`src/design/ttcs_pkg.sv`:
```
package ttcs_pkg;

	// Tab stops fall on multiples of TAB_WIDTH, which must be a power of two
	localparam int TAB_WIDTH = 8;
	localparam int TAB_SHIFT = $clog2(TAB_WIDTH);

	// Job queue between parser and executor
	localparam int QUEUE_DEPTH = 4;
	localparam int QPTR_W      = $clog2(QUEUE_DEPTH);

	// Register file
	localparam int PADDR_W = 3;
	localparam logic REG_TEXT_COLUMNS = 1'b0;
	localparam logic REG_TEXT_ROWS    = 1'b1;
	localparam logic [7:0] COLS_RESET = 8'd80;
	localparam logic [6:0] ROWS_RESET = 7'd25;

	// Character codes
	localparam logic [7:0] CH_ESC      = 8'h1B;
	localparam logic [7:0] CH_LBRACKET = 8'h5B;
	localparam logic [7:0] CH_H        = 8'h48;
	localparam logic [7:0] CH_J        = 8'h4A;
	localparam logic [7:0] CH_0        = 8'h30;
	localparam logic [7:0] CH_2        = 8'h32;
	localparam logic [7:0] CH_3        = 8'h33;
	localparam logic [7:0] CH_LF       = 8'h0A;
	localparam logic [7:0] CH_CR       = 8'h0D;
	localparam logic [7:0] CH_BS       = 8'h08;
	localparam logic [7:0] CH_TAB      = 8'h09;
	localparam logic [7:0] CH_SPACE    = 8'h20;
	localparam logic [7:0] CH_FINAL_LO = 8'h40;
	localparam logic [7:0] CH_FINAL_HI = 8'h7E;

	typedef enum logic [2:0] {
		ESC_TEXT,
		ESC_ESC,
		ESC_CSI,
		ESC_CSI_ARG,
		ESC_CSI_SKIP
	} esc_mode_t;

	// JOB_SYNC: byte with no screen effect, only the cursor is clamped to the geometry
	typedef enum logic [2:0] {
		JOB_GLYPH,
		JOB_NEWLINE,
		JOB_RETURN,
		JOB_BACKSPACE,
		JOB_TAB,
		JOB_HOME,
		JOB_CLEAR,
		JOB_SYNC
	} job_op_t;

	typedef struct packed {
		job_op_t    op;
		logic [7:0] ch;
	} job_t;

	typedef enum logic [1:0] {
		CMD_DRAW   = 2'd0,
		CMD_CLEAR  = 2'd1,
		CMD_SCROLL = 2'd2
	} cmd_t;

	typedef struct packed {
		logic [7:0] cols;
		logic [6:0] rows;
	} geom_t;

	typedef enum logic [1:0] {
		BK_IDLE,
		BK_TAB,
		BK_SCROLL
	} back_state_t;

endpackage

```
`src/design/ttcs_if.sv`:
```
interface ttcs_char_if;
	logic       valid;
	logic       ready;
	logic [7:0] char_code;

	modport source (output valid, output char_code, input ready);
	modport sink   (input valid, input char_code, output ready);
endinterface

interface ttcs_cmd_if;
	logic       valid;
	logic       ready;
	logic [1:0] command;
	logic [7:0] cell_column;
	logic [6:0] cell_row;
	logic [7:0] glyph_code;
	logic       last_of_run;

	modport source (output valid, output command, output cell_column, output cell_row,
		output glyph_code, output last_of_run, input ready);
	modport sink   (input valid, input command, input cell_column, input cell_row,
		input glyph_code, input last_of_run, output ready);
endinterface

```
`src/design/ttcs_front.sv`:
```
module ttcs_front
	import ttcs_pkg::*;
(
	input  logic         clk,
	input  logic         arst_n,
	ttcs_char_if.sink    char_in,
	input  logic         q_full,
	output logic         push,
	output job_t         push_job
);

	esc_mode_t mode_q;
	esc_mode_t mode_d;
	logic      accept;
	logic      is_final;
	logic      is_arg;

	assign char_in.ready = !q_full;
	assign accept   = char_in.valid && char_in.ready;
	assign is_final = (char_in.char_code >= CH_FINAL_LO) && (char_in.char_code <= CH_FINAL_HI);
	assign is_arg   = (char_in.char_code == CH_0) || (char_in.char_code == CH_2)
		|| (char_in.char_code == CH_3);

	// Parser next state
	always_comb begin
		mode_d = mode_q;
		unique case (mode_q)
			ESC_TEXT: begin
				if (char_in.char_code == CH_ESC) mode_d = ESC_ESC;
			end
			ESC_ESC: begin
				mode_d = (char_in.char_code == CH_LBRACKET) ? ESC_CSI : ESC_TEXT;
			end
			ESC_CSI, ESC_CSI_ARG: begin
				priority if (char_in.char_code == CH_H || char_in.char_code == CH_J) begin
					mode_d = ESC_TEXT;
				end else if (mode_q == ESC_CSI && is_arg) begin
					mode_d = ESC_CSI_ARG;
				end else begin
					mode_d = (mode_q == ESC_CSI) ? ESC_CSI_SKIP : ESC_TEXT;
				end
			end
			ESC_CSI_SKIP: begin
				if (is_final) mode_d = ESC_TEXT;
			end
			default: mode_d = ESC_TEXT;
		endcase
	end

	// Classification into executor jobs; every byte yields one, since the
	// cursor is clamped to the current geometry on each byte
	always_comb begin
		push_job.op = JOB_SYNC;
		push_job.ch = char_in.char_code;
		unique case (mode_q)
			ESC_TEXT: begin
				priority if (char_in.char_code == CH_ESC) push_job.op = JOB_SYNC;
				else if (char_in.char_code == CH_LF)      push_job.op = JOB_NEWLINE;
				else if (char_in.char_code == CH_CR)      push_job.op = JOB_RETURN;
				else if (char_in.char_code == CH_BS)      push_job.op = JOB_BACKSPACE;
				else if (char_in.char_code == CH_TAB)     push_job.op = JOB_TAB;
				else                                      push_job.op = JOB_GLYPH;
			end
			ESC_CSI, ESC_CSI_ARG: begin
				if (char_in.char_code == CH_H) begin
					push_job.op = JOB_HOME;
				end else if (char_in.char_code == CH_J) begin
					push_job.op = JOB_CLEAR;
				end
			end
			default: push_job.op = JOB_SYNC;
		endcase
	end

	assign push = accept;

	always_ff @(posedge clk or negedge arst_n) begin
		if (!arst_n) begin
			mode_q <= ESC_TEXT;
		end else if (accept) begin
			mode_q <= mode_d;
		end
	end

endmodule

```
`src/design/ttcs_queue.sv`:
```
module ttcs_queue
	import ttcs_pkg::*;
(
	input  logic clk,
	input  logic arst_n,
	input  logic push,
	input  job_t push_job,
	input  logic pop,
	output logic full,
	output logic head_valid,
	output job_t head_job
);

	job_t              entry_q [QUEUE_DEPTH];
	logic [QPTR_W-1:0] wr_ptr_q;
	logic [QPTR_W-1:0] rd_ptr_q;
	logic [QPTR_W:0]   count_q;
	logic              do_pop;

	assign full       = (count_q == (QPTR_W+1)'(QUEUE_DEPTH));
	assign head_valid = (count_q != '0);
	assign head_job   = entry_q[rd_ptr_q];
	assign do_pop     = pop && head_valid;

	// Storage
	always_ff @(posedge clk) begin
		if (push) entry_q[wr_ptr_q] <= push_job;
	end

	// Pointers and fill count
	always_ff @(posedge clk or negedge arst_n) begin
		if (!arst_n) begin
			wr_ptr_q <= '0;
			rd_ptr_q <= '0;
			count_q  <= '0;
		end else begin
			if (push)   wr_ptr_q <= wr_ptr_q + 1'b1;
			if (do_pop) rd_ptr_q <= rd_ptr_q + 1'b1;
			if (push && !do_pop)      count_q <= count_q + 1'b1;
			else if (do_pop && !push) count_q <= count_q - 1'b1;
		end
	end

endmodule

```
`src/design/ttcs_back.sv`:
```
module ttcs_back
	import ttcs_pkg::*;
(
	input  logic        clk,
	input  logic        arst_n,
	input  geom_t       geom,
	input  logic        job_valid,
	input  job_t        job,
	output logic        pop,
	ttcs_cmd_if.source  cmd_out
);

	back_state_t state_q;
	back_state_t state_d;

	logic [7:0] cur_col_q;
	logic [6:0] cur_line_q;
	logic [7:0] stop_q;

	logic       out_valid_q;
	cmd_t       out_cmd_q;
	logic [7:0] out_col_q;
	logic [6:0] out_row_q;
	logic [7:0] out_glyph_q;
	logic       out_last_q;

	logic [7:0] cols_eff;
	logic [6:0] rows_eff;
	logic [7:0] col_sat;
	logic [6:0] line_sat;
	logic [8:0] col_inc;
	logic [7:0] line_inc;
	logic [8:0] tab_raw;
	logic [7:0] tab_stop;
	logic       wrap;
	logic       over_bottom;
	logic [7:0] tab_next;
	logic       tab_done;
	logic       can_emit;
	logic       start;

	logic       emit;
	cmd_t       emit_cmd;
	logic [7:0] emit_col;
	logic [6:0] emit_row;
	logic [7:0] emit_glyph;
	logic       emit_last;
	logic       cur_wr;
	logic [7:0] col_d;
	logic [6:0] line_d;
	logic       stop_wr;

	// Geometry, with zero read as one, and cursor saturated to it
	assign cols_eff    = (geom.cols == '0) ? 8'd1 : geom.cols;
	assign rows_eff    = (geom.rows == '0) ? 7'd1 : geom.rows;
	assign col_sat     = (cur_col_q >= cols_eff) ? cols_eff - 8'd1 : cur_col_q;
	assign line_sat    = (cur_line_q >= rows_eff) ? rows_eff - 7'd1 : cur_line_q;
	assign col_inc     = {1'b0, col_sat} + 9'd1;
	assign line_inc    = {1'b0, line_sat} + 8'd1;
	assign wrap        = (col_inc >= {1'b0, cols_eff});
	assign over_bottom = (line_inc >= {1'b0, rows_eff});

	// Next tab stop, clamped to the last column
	assign tab_raw  = (({1'b0, col_sat} >> TAB_SHIFT) + 9'd1) << TAB_SHIFT;
	assign tab_stop = (tab_raw >= {1'b0, cols_eff}) ? cols_eff - 8'd1 : tab_raw[7:0];

	assign tab_next = cur_col_q + 8'd1;
	assign tab_done = (tab_next == stop_q);

	assign can_emit = !out_valid_q || cmd_out.ready;
	assign start    = (state_q == BK_IDLE) && job_valid && can_emit;

	// Next state
	always_comb begin
		state_d = state_q;
		unique case (state_q)
			BK_IDLE: begin
				if (start) begin
					if (job.op == JOB_GLYPH && wrap && over_bottom) begin
						state_d = BK_SCROLL;
					end else if (job.op == JOB_TAB && col_sat < tab_stop
						&& col_inc[7:0] != tab_stop) begin
						state_d = BK_TAB;
					end
				end
			end
			BK_TAB: begin
				if (can_emit && tab_done) state_d = BK_IDLE;
			end
			BK_SCROLL: begin
				if (can_emit) state_d = BK_IDLE;
			end
			default: state_d = BK_IDLE;
		endcase
	end

	// Command generation and cursor update
	always_comb begin
		pop        = 1'b0;
		emit       = 1'b0;
		emit_cmd   = CMD_DRAW;
		emit_col   = '0;
		emit_row   = '0;
		emit_glyph = '0;
		emit_last  = 1'b1;
		cur_wr     = 1'b0;
		col_d      = col_sat;
		line_d     = line_sat;
		stop_wr    = 1'b0;
		unique case (state_q)
			BK_IDLE: begin
				if (start) begin
					pop    = 1'b1;
					cur_wr = 1'b1;
					unique case (job.op)
						JOB_GLYPH: begin
							emit       = 1'b1;
							emit_col   = col_sat;
							emit_row   = line_sat;
							emit_glyph = job.ch;
							if (wrap) begin
								col_d = '0;
								if (over_bottom) begin
									line_d    = rows_eff - 7'd1;
									emit_last = 1'b0;
								end else begin
									line_d = line_inc[6:0];
								end
							end else begin
								col_d = col_inc[7:0];
							end
						end
						JOB_NEWLINE: begin
							col_d = '0;
							if (over_bottom) begin
								line_d   = rows_eff - 7'd1;
								emit     = 1'b1;
								emit_cmd = CMD_SCROLL;
							end else begin
								line_d = line_inc[6:0];
							end
						end
						JOB_RETURN: begin
							col_d = '0;
						end
						JOB_BACKSPACE: begin
							if (col_sat != '0) begin
								col_d      = col_sat - 8'd1;
								emit       = 1'b1;
								emit_col   = col_sat - 8'd1;
								emit_row   = line_sat;
								emit_glyph = CH_SPACE;
							end else if (line_sat != '0) begin
								col_d      = cols_eff - 8'd1;
								line_d     = line_sat - 7'd1;
								emit       = 1'b1;
								emit_col   = cols_eff - 8'd1;
								emit_row   = line_sat - 7'd1;
								emit_glyph = CH_SPACE;
							end
						end
						JOB_TAB: begin
							stop_wr = 1'b1;
							if (col_sat < tab_stop) begin
								col_d      = col_inc[7:0];
								emit       = 1'b1;
								emit_col   = col_sat;
								emit_row   = line_sat;
								emit_glyph = CH_SPACE;
								emit_last  = (col_inc[7:0] == tab_stop);
							end else begin
								col_d = tab_stop;
							end
						end
						JOB_HOME: begin
							col_d  = '0;
							line_d = '0;
						end
						JOB_CLEAR: begin
							col_d    = '0;
							line_d   = '0;
							emit     = 1'b1;
							emit_cmd = CMD_CLEAR;
						end
						JOB_SYNC: begin
							// cursor only takes the saturated position
							col_d = col_sat;
						end
						default: begin
							col_d = col_sat;
						end
					endcase
				end
			end
			BK_TAB: begin
				// Erase the remaining cells up to the stop, one a cycle while the output can take a command
				if (can_emit) begin
					cur_wr     = 1'b1;
					col_d      = tab_next;
					line_d     = cur_line_q;
					emit       = 1'b1;
					emit_col   = cur_col_q;
					emit_row   = cur_line_q;
					emit_glyph = CH_SPACE;
					emit_last  = tab_done;
				end
			end
			BK_SCROLL: begin
				emit     = can_emit;
				emit_cmd = CMD_SCROLL;
			end
			default: begin
				emit = 1'b0;
			end
		endcase
	end

	// Control state
	always_ff @(posedge clk or negedge arst_n) begin
		if (!arst_n) begin
			state_q     <= BK_IDLE;
			cur_col_q   <= '0;
			cur_line_q  <= '0;
			out_valid_q <= 1'b0;
		end else begin
			state_q <= state_d;
			if (cur_wr) begin
				cur_col_q  <= col_d;
				cur_line_q <= line_d;
			end
			if (emit)               out_valid_q <= 1'b1;
			else if (cmd_out.ready) out_valid_q <= 1'b0;
		end
	end

	// Output register and tab stop
	always_ff @(posedge clk) begin
		if (stop_wr) stop_q <= tab_stop;
		if (emit) begin
			out_cmd_q   <= emit_cmd;
			out_col_q   <= emit_col;
			out_row_q   <= emit_row;
			out_glyph_q <= emit_glyph;
			out_last_q  <= emit_last;
		end
	end

	assign cmd_out.valid       = out_valid_q;
	assign cmd_out.command     = out_cmd_q;
	assign cmd_out.cell_column = out_col_q;
	assign cmd_out.cell_row    = out_row_q;
	assign cmd_out.glyph_code  = out_glyph_q;
	assign cmd_out.last_of_run = out_last_q;

endmodule

```
`src/design/text_terminal_control_sequencer_core.sv`:
```
// Channel   Dir  Handshake           Payload
// char_in   in   valid/ready         char_code[7:0]
// cmd_out   out  valid/ready         command, cell_column, cell_row, glyph_code, last_of_run
// apb       in   psel/penable/pready paddr[2:0], pwdata, prdata (text_columns @0, text_rows @4)
//
// The parser takes one byte a cycle into a 4-entry job queue; ready drops only when it is full.
// The executor takes a new job only when idle: a tab emits one erase command per cell up to its stop,
// a glyph that wraps past the bottom emits its draw and then a scroll, any other job at most one command.
// Reset puts the parser in text mode, the cursor home and the geometry at 80 x 25.
// A held output register stalls the executor only; the parser keeps filling the queue.
module text_terminal_control_sequencer_core
	import ttcs_pkg::*;
(
	input  logic               clk,
	input  logic               arst_n,
	input  logic               psel,
	input  logic               penable,
	input  logic               pwrite,
	input  logic [PADDR_W-1:0] paddr,
	input  logic [31:0]        pwdata,
	output logic [31:0]        prdata,
	output logic               pready,
	ttcs_char_if.sink          char_in,
	ttcs_cmd_if.source         cmd_out
);

	geom_t geom_q;
	logic  reg_sel;
	logic  cfg_wr;
	logic  push;
	job_t  push_job;
	logic  q_full;
	logic  head_valid;
	job_t  head_job;
	logic  pop;

	// Register file
	assign pready  = 1'b1;
	assign reg_sel = paddr[2];
	assign cfg_wr  = psel && penable && pwrite && pready;

	always_ff @(posedge clk or negedge arst_n) begin
		if (!arst_n) begin
			geom_q.cols <= COLS_RESET;
			geom_q.rows <= ROWS_RESET;
		end else if (cfg_wr) begin
			unique case (reg_sel)
				REG_TEXT_COLUMNS: geom_q.cols <= pwdata[7:0];
				REG_TEXT_ROWS:    geom_q.rows <= pwdata[6:0];
				default:          geom_q      <= geom_q;
			endcase
		end
	end

	always_comb begin
		unique case (reg_sel)
			REG_TEXT_COLUMNS: prdata = {24'd0, geom_q.cols};
			REG_TEXT_ROWS:    prdata = {25'd0, geom_q.rows};
			default:          prdata = '0;
		endcase
	end

	ttcs_front u_front (
		.clk      (clk),
		.arst_n   (arst_n),
		.char_in  (char_in),
		.q_full   (q_full),
		.push     (push),
		.push_job (push_job)
	);

	ttcs_queue u_queue (
		.clk        (clk),
		.arst_n     (arst_n),
		.push       (push),
		.push_job   (push_job),
		.pop        (pop),
		.full       (q_full),
		.head_valid (head_valid),
		.head_job   (head_job)
	);

	ttcs_back u_back (
		.clk       (clk),
		.arst_n    (arst_n),
		.geom      (geom_q),
		.job_valid (head_valid),
		.job       (head_job),
		.pop       (pop),
		.cmd_out   (cmd_out)
	);

endmodule
```
`src/flat_wrapper.sv`:
```
// flat-port wrapper written by rule: the top's interface ports become plain ports
module text_terminal_control_sequencer_core_flat import ttcs_pkg::*;
  (clk, arst_n, psel, penable, pwrite, paddr, pwdata, prdata, pready, char_in_valid, char_in_char_code, char_in_ready, cmd_out_valid, cmd_out_command, cmd_out_cell_column, cmd_out_cell_row, cmd_out_glyph_code, cmd_out_last_of_run, cmd_out_ready);
  ttcs_char_if char_in_i ();
  ttcs_cmd_if cmd_out_i ();
  input  logic clk;
  input  logic arst_n;
  input  logic psel;
  input  logic penable;
  input  logic pwrite;
  input  logic [PADDR_W-1:0] paddr;
  input  logic [31:0] pwdata;
  output logic [31:0] prdata;
  output logic pready;
  input wire logic [$bits(char_in_i.valid)-1:0] char_in_valid;
  input wire logic [$bits(char_in_i.char_code)-1:0] char_in_char_code;
  output wire logic [$bits(char_in_i.ready)-1:0] char_in_ready;
  output wire logic [$bits(cmd_out_i.valid)-1:0] cmd_out_valid;
  output wire logic [$bits(cmd_out_i.command)-1:0] cmd_out_command;
  output wire logic [$bits(cmd_out_i.cell_column)-1:0] cmd_out_cell_column;
  output wire logic [$bits(cmd_out_i.cell_row)-1:0] cmd_out_cell_row;
  output wire logic [$bits(cmd_out_i.glyph_code)-1:0] cmd_out_glyph_code;
  output wire logic [$bits(cmd_out_i.last_of_run)-1:0] cmd_out_last_of_run;
  input wire logic [$bits(cmd_out_i.ready)-1:0] cmd_out_ready;
  assign char_in_i.valid = char_in_valid;
  assign char_in_i.char_code = char_in_char_code;
  assign char_in_ready = char_in_i.ready;
  assign cmd_out_valid = cmd_out_i.valid;
  assign cmd_out_command = cmd_out_i.command;
  assign cmd_out_cell_column = cmd_out_i.cell_column;
  assign cmd_out_cell_row = cmd_out_i.cell_row;
  assign cmd_out_glyph_code = cmd_out_i.glyph_code;
  assign cmd_out_last_of_run = cmd_out_i.last_of_run;
  assign cmd_out_i.ready = cmd_out_ready;
  text_terminal_control_sequencer_core u_core (.clk(clk), .arst_n(arst_n), .psel(psel), .penable(penable), .pwrite(pwrite), .paddr(paddr), .pwdata(pwdata), .prdata(prdata), .pready(pready), .char_in(char_in_i), .cmd_out(cmd_out_i));
endmodule
```
`config.mk`:
```
export PLATFORM = sky130hd
export DESIGN_NAME = text_terminal_control_sequencer_core_flat
export DESIGN_NICKNAME = d
export VERILOG_FILES = /design/src/design/ttcs_pkg.sv /design/src/design/ttcs_if.sv /design/src/design/ttcs_front.sv /design/src/design/ttcs_queue.sv /design/src/design/ttcs_back.sv /design/src/design/text_terminal_control_sequencer_core.sv /design/src/flat_wrapper.sv
export SDC_FILE = /design/constraint.sdc
export NUM_CORES = 1
export LEC_CHECK = 0
export BUFFER_PORTS_ARGS = -buffer_cell sky130_fd_sc_hd__buf_2
export CORE_ASPECT_RATIO = 0.6
export CORE_MARGIN = 8
export CORE_UTILIZATION = 54
export CTS_CLUSTER_DIAMETER = 100
export DETAILED_ROUTE_END_ITERATION = 6
export GPL_TIMING_DRIVEN = 0
export PLACE_DENSITY = 0.78
export SYNTH_ARGS = -nofsm -noshare
export SYNTH_HDL_FRONTEND = slang
export SYNTH_SLANG_ARGS = --single-unit
```
`constraint.sdc`:
```
create_clock -name clk -period 7.95 [get_ports clk]
set_clock_uncertainty 0.05 [all_clocks]
set_input_delay 1.59 -clock clk [delete_from_list [all_inputs] [get_ports clk]]
set_output_delay 1.59 -clock clk [all_outputs]
set_load 0.03 [all_outputs]
```
[After elaboration in Yosys (flattened, before gate mapping)]
Memories as Yosys holds them, arrays and structs flattened.
Cells that the tools add are included.
Storage, ports and cells
  RAM bits: 44
  word-level logic and storage cells: 210
  memories: 1
  register bits after elaboration: 77
  bits of input ports: 50
Cells by class
  equality and inequality tests: 35
  reductions and logical operators: 42
  $add $sub $neg: 12
  mux-type cells: 95
  bitwise logic cells: 1
  magnitude comparators: 8
Memory list
  u_core.u_queue.entry_q: words 4, bits a word 11, read ports 1, clocked after memory_dff 0, wr ports 1, RTL line ttcs_queue.sv:14  | job_t entry_q [QUEUE_DEPTH];
Operator list (count)
  2-to-1 mux 8 bit: 15
  2-to-1 mux 7 bit: 13
  case mux 32 bit (2 select lines): 1
  case mux 8 bit (2 select lines): 3
  case mux 8 bit (3 select lines): 2
  case mux 8 bit (5 select lines): 1
  2-to-1 mux 3 bit: 12
  == test 8 x 4 -> 1 bit (second input constant): 4
  case mux 7 bit (2 select lines): 2
  case mux 7 bit (4 select lines): 1
  == test 8 x 6 -> 1 bit (second input constant): 3
  == test 8 x 7 -> 1 bit (second input constant): 3
  2-to-1 mux 6 bit: 4
  2-to-1 mux 1 bit: 21
  case mux 7 bit (3 select lines): 1
  == test 3 bit (second input constant): 6
  >= comparator 9 x 8 -> 1 bit: 2
  2-to-1 mux 2 bit: 9
  == test 8 bit: 2
  subtractor 8 x 1 -> 8 bit (second input constant): 2
  logical AND 1 bit: 15
  subtractor 7 x 1 -> 7 bit (second input constant): 2
  == test 3 x 2 -> 1 bit (second input constant): 4
  != test 2 bit (second input constant): 6
  42 further kinds: 59

[Longest topological paths before layout]
Gate-level depths: netlist (run 1).
  depth in word-level cells: 14
  mapped depth: 33
  mapped depth without buffers: 29

[Modules after synthesis]
Synthesis (run 1) repeated with hierarchy kept, for this count alone.
Second synthesis, totals
  cells, all modules: 1033
  area, all modules: 9790.6 µm²
By module, submodules not included
  ttcs_back: sequential area each 1471.4 µm², area an instance 6449.9 µm², cells each 815, times used 1
  ttcs_queue: sequential area each 1496.4 µm², area an instance 1994.4 µm², cells each 91, times used 1
  text_terminal_control_sequencer_core: sequential area each 381.6 µm², area an instance 880.8 µm², cells each 68, times used 1
  ttcs_front: sequential area each 75.1 µm², area an instance 465.4 µm², cells each 59, times used 1

[Worst setup path after synthesis (run 1)]
OpenSTA, ideal clock, no wires.
  path type: flip-flop to flip-flop
  start point: reg u_core.geom_q[9] (netlist bit)
  end point: reg u_core.u_back.out_col_q[0], in the netlist u_core.u_back.cmd_out.cell_column[0], enable pin
  period minus slack after synthesis: 8.408 ns
  required time: 7.481 ns
  arrival time: 7.939 ns
  cell stages (with the launch flop): 32
  slack: -0.458 ns
  library setup time: 0.419 ns
  path through: dfrtp_1 buf_2 nor4_4 a21oi_1 inv_1 ha_1 nand2b_1 a2111o_1 a31o_2 buf_2 clkbuf_1 mux2_2 inv_1 ha_1 xnor2_1 ha_1 nand2_1 a21oi_1 o21ai_0 o211ai_1 nor2_1 nor2_1 inv_1 ha_1 nor2b_1 o21a_1 o21a_1 o311ai_0 o21ai_1 a211oi_4 a211oi_1 o22ai_1
Between the ends
  word-level cells in the longest chain between the ends: 12
Ends and longest elaborated chain
  from (decl): RTL line text_terminal_control_sequencer_core.sv:27  | geom_t geom_q;
  from (signal assigned): RTL line text_terminal_control_sequencer_core.sv:50  | default: geom_q <= geom_q;
  logical NOT 8 bit: RTL line ttcs_back.sv:54  | assign cols_eff = (geom.cols == '0) ? 8'd1 : geom.cols;
  2-to-1 mux 8 bit (*): RTL line ttcs_back.sv:54
  subtractor 8 x 1 -> 8 bit or >= comparator 8 bit (tied branches): RTL line ttcs_back.sv:56, ttcs_back.sv:65
  2-to-1 mux 8 bit: RTL line ttcs_back.sv:56  | assign col_sat = (cur_col_q >= cols_eff) ? cols_eff - 8'd1 : cur_col_q;
  adder 5 x 1 -> 6 bit: RTL line ttcs_back.sv:64  | assign tab_raw = (({1'b0, col_sat} >> TAB_SHIFT) + 9'd1) << TAB_SHIFT;
  >= comparator 9 x 8 -> 1 bit: RTL line ttcs_back.sv:65  | assign tab_stop = (tab_raw >= {1'b0, cols_eff}) ? cols_eff - 8'd1 : tab_raw[7:0];
  2-to-1 mux 8 bit (*): RTL line ttcs_back.sv:65
  net u_core.u_back.tab_stop[1]: RTL line ttcs_back.sv:34  | logic [7:0] tab_stop;
  < comparator 8 bit (*): RTL line ttcs_back.sv:164  | if (col_sat < tab_stop) begin
  2-to-1 mux 1 bit (*): RTL line ttcs_back.sv:164
  case mux 1 bit (4 select lines) (*): RTL line ttcs_back.sv:115  | unique case (job.op)
  2-to-1 mux 1 bit (*): RTL line ttcs_back.sv:112  | if (start) begin
  case mux 1 bit (3 select lines) (*): RTL line ttcs_back.sv:110  | unique case (state_q)
  net u_core.u_back.emit: RTL line ttcs_back.sv:42  | logic emit;
  to (signal assigned): RTL line ttcs_back.sv:241  | out_col_q <= emit_col;
  to (decl): RTL line ttcs_back.sv:22  | logic [7:0] out_col_q;
Mark *: on every way through the listed nets, which the timed path passes. The rest lies on a longest branch.
A chain may end at the register's enable or synchronous reset.

[Final worst setup path (run 1)]
  start point: reg u_core.geom_q[9] (netlist bit)
  end point: reg u_core.u_back.out_row_q[4], in the netlist u_core.u_back.cmd_out.cell_row[4], data pin
Between the ends
  word-level cells in the longest chain between the ends: 12
Ends and longest elaborated chain
  logical NOT 8 bit: RTL line ttcs_back.sv:54
  2-to-1 mux 8 bit (*): RTL line ttcs_back.sv:54
  subtractor 8 x 1 -> 8 bit or >= comparator 8 bit (tied branches): RTL line ttcs_back.sv:56, ttcs_back.sv:65
  2-to-1 mux 8 bit: RTL line ttcs_back.sv:56
  adder 5 x 1 -> 6 bit: RTL line ttcs_back.sv:64
  >= comparator 9 x 8 -> 1 bit: RTL line ttcs_back.sv:65
  2-to-1 mux 8 bit: RTL line ttcs_back.sv:65
  < comparator 8 bit: RTL line ttcs_back.sv:164
  2-to-1 mux 7 bit: RTL line ttcs_back.sv:164
  case mux 7 bit (3 select lines) (*): RTL line ttcs_back.sv:115
  2-to-1 mux 7 bit (*): RTL line ttcs_back.sv:112
  case mux 7 bit (2 select lines) (*): RTL line ttcs_back.sv:110
  net u_core.u_back.emit_row[4]: RTL line ttcs_back.sv:45  | logic [6:0] emit_row;
  to (signal assigned): RTL line ttcs_back.sv:242  | out_row_q <= emit_row;
  to (decl): RTL line ttcs_back.sv:23  | logic [6:0] out_row_q;
Marked as above.

==> impl_metrics.tcl, run 1 <==
set metrics [dict create \
    crit_path_end_kind "register" \
    fillerInstances 1500 \
    die_y_um 119.8 \
    via_per_inst 6.557 \
    vias 9088 \
    synth_top_cells_by_area "edfxtp_1 (24%), dfrtp_1 (9.8%), ha_1 (8.5%)" \
    clockBufferDepth 2 \
    synth_warnings 0 \
    grt_max_degree 44 \
    final_hold_viol_count 0 \
    ys.flop_type "edfxtp_1" \
    gr-usage-all-layers 0.2954 \
    cpMostUsedCell "ha_1" \
    status "finished, final reports clean" \
    finalCriticalPeriod_ns 7.834 \
    synth_edf_count 78 \
    async_flop_share 0.3554 \
    cts_hold_buffers 0 \
    top_level_ports 111 \
    cap_violations 0 \
    cp-startpoint "u_core.geom_q[9]" \
    min_from "u_core.u_queue.count_q[2]" \
    diodes 0 \
    ys_top_cells_by_count "nand2_1 (80), edfxtp_1 (78), a21oi_1 (68)" \
    drtPass1Iterations 6 \
    syn_area_per_cell_um2 9.470 \
    register_area_um2 3425 \
    first_iter_violations 1417 \
    cts_sinks 121 \
    report.final.slew_viol_count 0 \
    die_w_um 189 \
    design_area_um2 11190 \
    yosysTopAreaCellShare 0.2415 \
    wirelength_um 34280 \
    core.rowCount 38 \
    relSlewSlack 0.1935 \
    crit_slowest_cell "a2111o_1" \
    drtAntennaViolNets 0 \
    antenna_found_initial 1 \
    cp_max_fo 15 \
    worstSetupStartpointType "register" \
    core-area_um2 17830 \
    die_area_um2 22640 \
    tritoncts "done" \
    synth_largest_area_cell "edfxtp_1" \
    ctsRootBufferMaster "clkbuf_16" \
    seq_area_frac_synth 0.3532 \
    setup_viol 0 \
    syn2layout_area_growth_pct 15.35 \
    grt_pass1_wl_um 51470 \
    yosysUniqueCellTypes 97 \
    drive_gt1_frac 0.1972 \
    synthCells 1024 \
    synth.most_common_cell "nand2_1" \
    critical_path_required_ns 8.09 \
    wire_per_inst_um 24.74 \
    synth_seq_cells 121 \
    hold_path.class "reg -> reg" \
    r2r_start "u_core.geom_q[9]" \
    clock_latency_ns 0.44 \
    synth_area_um2 9697 \
    max_freq_ghz 0.1277 \
    grt-ovfl-total 0 \
    initial_core_util 0.5439 \
    io_buffers 58 \
    dpl_cell_area_um2 10380 \
    drc 0 \
    multi_input_area_um2 5886 \
    cts_buffers 17 \
    finalNetCount 1250 \
    crit_type "reg -> reg" \
    tightest_slew_ns 1.210 \
    grt_pass1_vias 8306 \
    rsz0062_at_grt "no" \
    post-route-util 0.6274 \
    gp_congestion 1.061 \
    timing.final.crit_share 0.9854 \
    htree_num_levels 4 \
    dpl.hpwl_um 25680 \
    cp_slowest_stage_delay_ns 0.49 \
    crit_arrival_ns 7.98 \
    clkTransAtPathRegs_ns 0.06 \
]
## worst paths after layout
check | cells after the start | slack, ns | to
min | 1 | 0.46 | u_core.u_queue.count_q[2]
max reg2reg | 30 | 0.12 | u_core.u_back.cmd_out.cell_row[4]
min reg2reg | 1 | 0.46 | u_core.u_queue.count_q[2]
max | 30 | 0.12 | u_core.u_back.cmd_out.cell_row[4]
max in group asynchronous | 1 | 5.74 | u_core.u_back.state_q[0]
min in group asynchronous | 1 | 1.37 | u_core.u_back.cur_line_q[1]
## per-layer routing
layer	track usage	up-vias	wire length (um)
met5	0	-	0
met4	0.07636	0	664
met3	0.1121	77	5128
met2	0.3966	671	13610
met1	0.4343	4303	14880
li1	-	4037	-
## what timing repair did
item	CTS	global route
gates resized for setup	18	11
pin swaps	5	1
setup buffers	6	4
endpoints found under the setup margin	54	48
gates cloned	1	0
## critical path: cells and delay by family (launching register included)
kind / cells / cell delay [ns]
buffers and inverters: 5 / 0.92
flip-flops: 1 / 0.39
adder cells (fa/ha/maj): 4 / 1.15
AO/OA/AOI/OAI: 12 / 2.98
XOR/XNOR: 1 / 0.16
multiplexers: 1 / 0.41
AND/OR/NAND/NOR: 7 / 1.50
## area by class of cell
cell class / instances / area share
clock buffer: 18 / 0.03837
clock inverter: 14 / 0.01320
sequential: 121 / 0.3062
multi-input combinational: 790 / 0.5262
tap: 240 / 0.02685
inverter: 61 / 0.02047
buffer: 74 / 0.03501
timing repair buffer: 68 / 0.03378
## logic make-up (layout without fill, tap and decap cells)
group,Yosys count,count (layout),synth area share
compound gates,292,293,0.2108
xor+xnor,53,53,0.04787
fa+ha+maj,67,67,0.08723
buf+inv,137,235,0.06477
flops,121,121,0.3532
mux,56,56,0.07394
other cells,2,25,0.0007745
simple gates,296,296,0.1614
## layout by cell type, fill, tap and decap left out, types with 24 or more instances in the layout
cell       n
nand3_1   24
xnor2_1   37
dfrtp_1   38
clkbuf_1  39
buf_4     34
buf_2     62
edfxtp_1  78
inv_1     58
nand2_1   80
nor3_1    30
o21ai_0   53
ha_1      66
a21oi_1   67
nor2_1    41
conb_1    25
## metrics by stage
step	setup TNS (ns)	hold slack (ns)	instances	setup slack [ns]
floorplan	0	0.4139	1047	0.07776
global placement	-88.81	0.4362	1345	-2.155
detailed placement	-91.34	0.4519	1345	-2.198
CTS	0	0.4631	1382	0.02867
global route	0	0.4782	1386	0.006215
finish	0	0.4606	1386	0.1163
## state kept, by name, indices dropped and copies added, names as in the netlist, 3 cells and up
signal / count
u_core.u_back.cur_line_q: 7
u_core.u_front.mode_q: 3
u_core.u_back.cmd_out.glyph_code: 8
u_core.geom_q: 15
u_core.u_back.cmd_out.cell_column: 8
u_core.u_queue.entry_q: 44
u_core.u_back.cmd_out.cell_row: 7
u_core.u_queue.count_q: 3
u_core.u_back.cur_col_q: 8
u_core.u_back.stop_q: 8
Power of run 1 is not shown: default switching activity piles up to over one toggle a cycle in this logic, so the estimate is an artifact.
==> run 2, diff against run 1 <==
--- a/config.mk
+++ b/config.mk
@@ -5,6 +5,7 @@
 export SDC_FILE = /design/constraint.sdc
 export NUM_CORES = 1
 export LEC_CHECK = 0
+export ABC_AREA = 1
 export BUFFER_PORTS_ARGS = -buffer_cell sky130_fd_sc_hd__buf_2
 export CORE_ASPECT_RATIO = 0.6
 export CORE_MARGIN = 8
==> impl_metrics.tcl, run 2 <==
set metrics [dict create \
    status "complete, but fails checks" \
    violations "DRC" \
    drc 23 \
    grt_max_degree 44 \
    synth_warnings 0 \
    async_flop_share 0.3554 \
    report.final.slew_viol_count 0 \
    tritoncts "done" \
    largest_reg_flops 44 \
    drive_gt1_frac 0.1668 \
    grt-ovfl-total 0 \
    final_hold_viol_count 0 \
    synth_top_cells_by_area "edfxtp_1 (25%), nand2_1 (11%), dfrtp_1 (10%)" \
    grt_pass1_wl_um 45650 \
    cts_buffers 17 \
    r2r_start "u_core.geom_q[11]" \
    max_freq_ghz 0.1359 \
    crit_slowest_cell "dfstp_2" \
    core-area_um2 17130 \
    grt_pass1_vias 8209 \
    relSlewSlack 0.2439 \
    cap_violations 0 \
    crit_path_end_kind "register" \
    layout_commonest_cell "nand2_1" \
    rsz0062_at_grt "no" \
    yosysUniqueCellTypes 58 \
    core.rowCount 37 \
    io_buffers 59 \
    cp_max_fo 26 \
    via_per_inst 5.654 \
    diodes 0 \
    yosysTopAreaCellShare 0.2485 \
    cts_setup_buffers 0 \
    critical_path_required_ns 7.87 \
    htree_num_levels 4 \
    ys.flop_type "edfxtp_1" \
    timing.final.crit_share 0.9257 \
    drtAntennaViolNets 0 \
    clkTransAtPathRegs_ns 0.07 \
    synth.most_common_cell "nand2_1" \
    regMostFlops "u_core.u_queue.entry_q" \
    vias 8951 \
    critPathTopFamily "simple AND/OR/NAND/NOR gates" \
    min_from "u_core.geom_q[11]" \
    gp_congestion 0.9955 \
    first_iter_violations 1253 \
    die_w_um 186.6 \
    antenna_found_initial 0 \
    dpl.hpwl_um 22630 \
    cp-startpoint "u_core.geom_q[11]" \
    hold_path.class "reg -> reg" \
    reg_top3 "u_core.u_queue.entry_q (44), u_core.geom_q (15)" \
    synthCells 1235 \
    final_cell_mix "nand2_1 (288), inv_1 (147), nor2_1 (125), nand3_1 (85), edfxtp_1 (78)" \
    clockBufferDepth 2 \
    cts_sinks 121 \
    cpMostUsedCell "nand2_1" \
    syn2layout_area_growth_pct 13.31 \
    die_y_um 118.3 \
    worstSetupStartpointType "register" \
    gr-usage-all-layers 0.2593 \
    clock_latency_ns 0.42 \
    setup_viol 0 \
    die_area_um2 22080 \
    drtPass1Iterations 7 \
    synth_seq_cells 121 \
    crit_arrival_ns 7.28 \
    top_level_ports 111 \
    synth_area_um2 9427 \
    crit_buf_inv 8 \
    syn_area_per_cell_um2 7.633 \
    initial_core_util 0.5503 \
    tightest_slew_ns 1.134 \
    tns_ns 0 \
    crit_type "reg -> reg" \
    cp_slowest_stage_delay_ns 0.54 \
    finalCriticalPeriod_ns 7.359 \
    synth_largest_area_cell "edfxtp_1" \
    wirelength_um 29560 \
    wire_per_inst_um 18.67 \
    ctsRootBufferMaster "clkbuf_16" \
    ys_top_cells_by_count "nand2_1 (288), inv_1 (148), nor2_1 (125)" \
    synth_edf_count 78 \
    seq_area_frac_synth 0.3633 \
    finalNetCount 1453 \
]
==> run 2: cell families after synthesis <==
| logic type | Yosys count | synth area share |
|---|---|---|
| XOR/XNOR | 32 | 0.03053 |
| other | 2 | 0.0007967 |
| flip-flops | 121 | 0.3633 |
| buffers and inverters | 215 | 0.1002 |
| adder cells (fa/ha/maj) | 67 | 0.08973 |
| AO/OA/AOI/OAI | 204 | 0.1309 |
| AND/OR/NAND/NOR | 593 | 0.2834 |
| multiplexers | 1 | 0.001194 |
==> run 2: final cells by class <==
cell class,count,area (um2)
Timing Repair Buffer,59,295.3
Fill cell,1557,6447
Tap cell,234,292.8
Sequential cell,121,3425
Multi-Input combinational cell,922,5144
Clock inverter,15,151.4
Clock buffer,17,425.4
Inverter,167,633.1
Buffer,48,315.3
==> run 2: routing by layer <==
layer  wire length [um]  track usage
met1              13660       0.3916
met5                  0            0
met2              11100       0.3383
met4                359      0.05188
met3               4439       0.1022
==> run 2: final timing paths <==
check	endpoint	slack, ns	cells after the start
setup / recovery	u_core.u_back.cmd_out.cell_column[6]	0.59	43
hold / removal	u_core.geom_q[11]	0.45	2
setup reg to reg	u_core.u_back.cmd_out.cell_column[6]	0.59	43
hold reg to reg	u_core.geom_q[11]	0.45	2
max in group asynchronous	u_core.u_back.state_q[1]	5.80	1
min in group asynchronous	u_core.u_back.cur_line_q[0]	1.34	1
==> run 2: timing repair <==
item,4_1_cts,5_1_grt
hold buffers,0,0
endpoints found under the setup margin,0,26
resized for setup,0,1
==> run 2: worst reg2reg max path, delay by kind of cell, from the launching register on <==
family          cells  cell delay, ns
flops               1            0.54
buf+inv             8            1.15
compound gates      4            0.79
simple gates       28            3.45
fa+ha+maj           3            0.94
==> run 2: stage by stage <==
| stage | hold WS [ns] | util | instances | instance area (um2) | setup slack (ns) |
|---|---|---|---|---|---|
| after floorplan | 0.4186 | - | 1258 | 9513 | 2.188 |
| after global placement | 0.4414 | 0.5897 | 1551 | 10100 | 0.6667 |
| after detailed placement | 0.4454 | 0.5897 | 1551 | 10100 | 0.6261 |
| after CTS | 0.4557 | 0.6234 | 1583 | 10680 | 0.5046 |
| after global routing | 0.4739 | 0.6236 | 1583 | 10680 | 0.1641 |
| final | 0.4506 | 0.6236 | 1583 | 10680 | 0.5906 |
Power of run 2 is left out for the same reason.
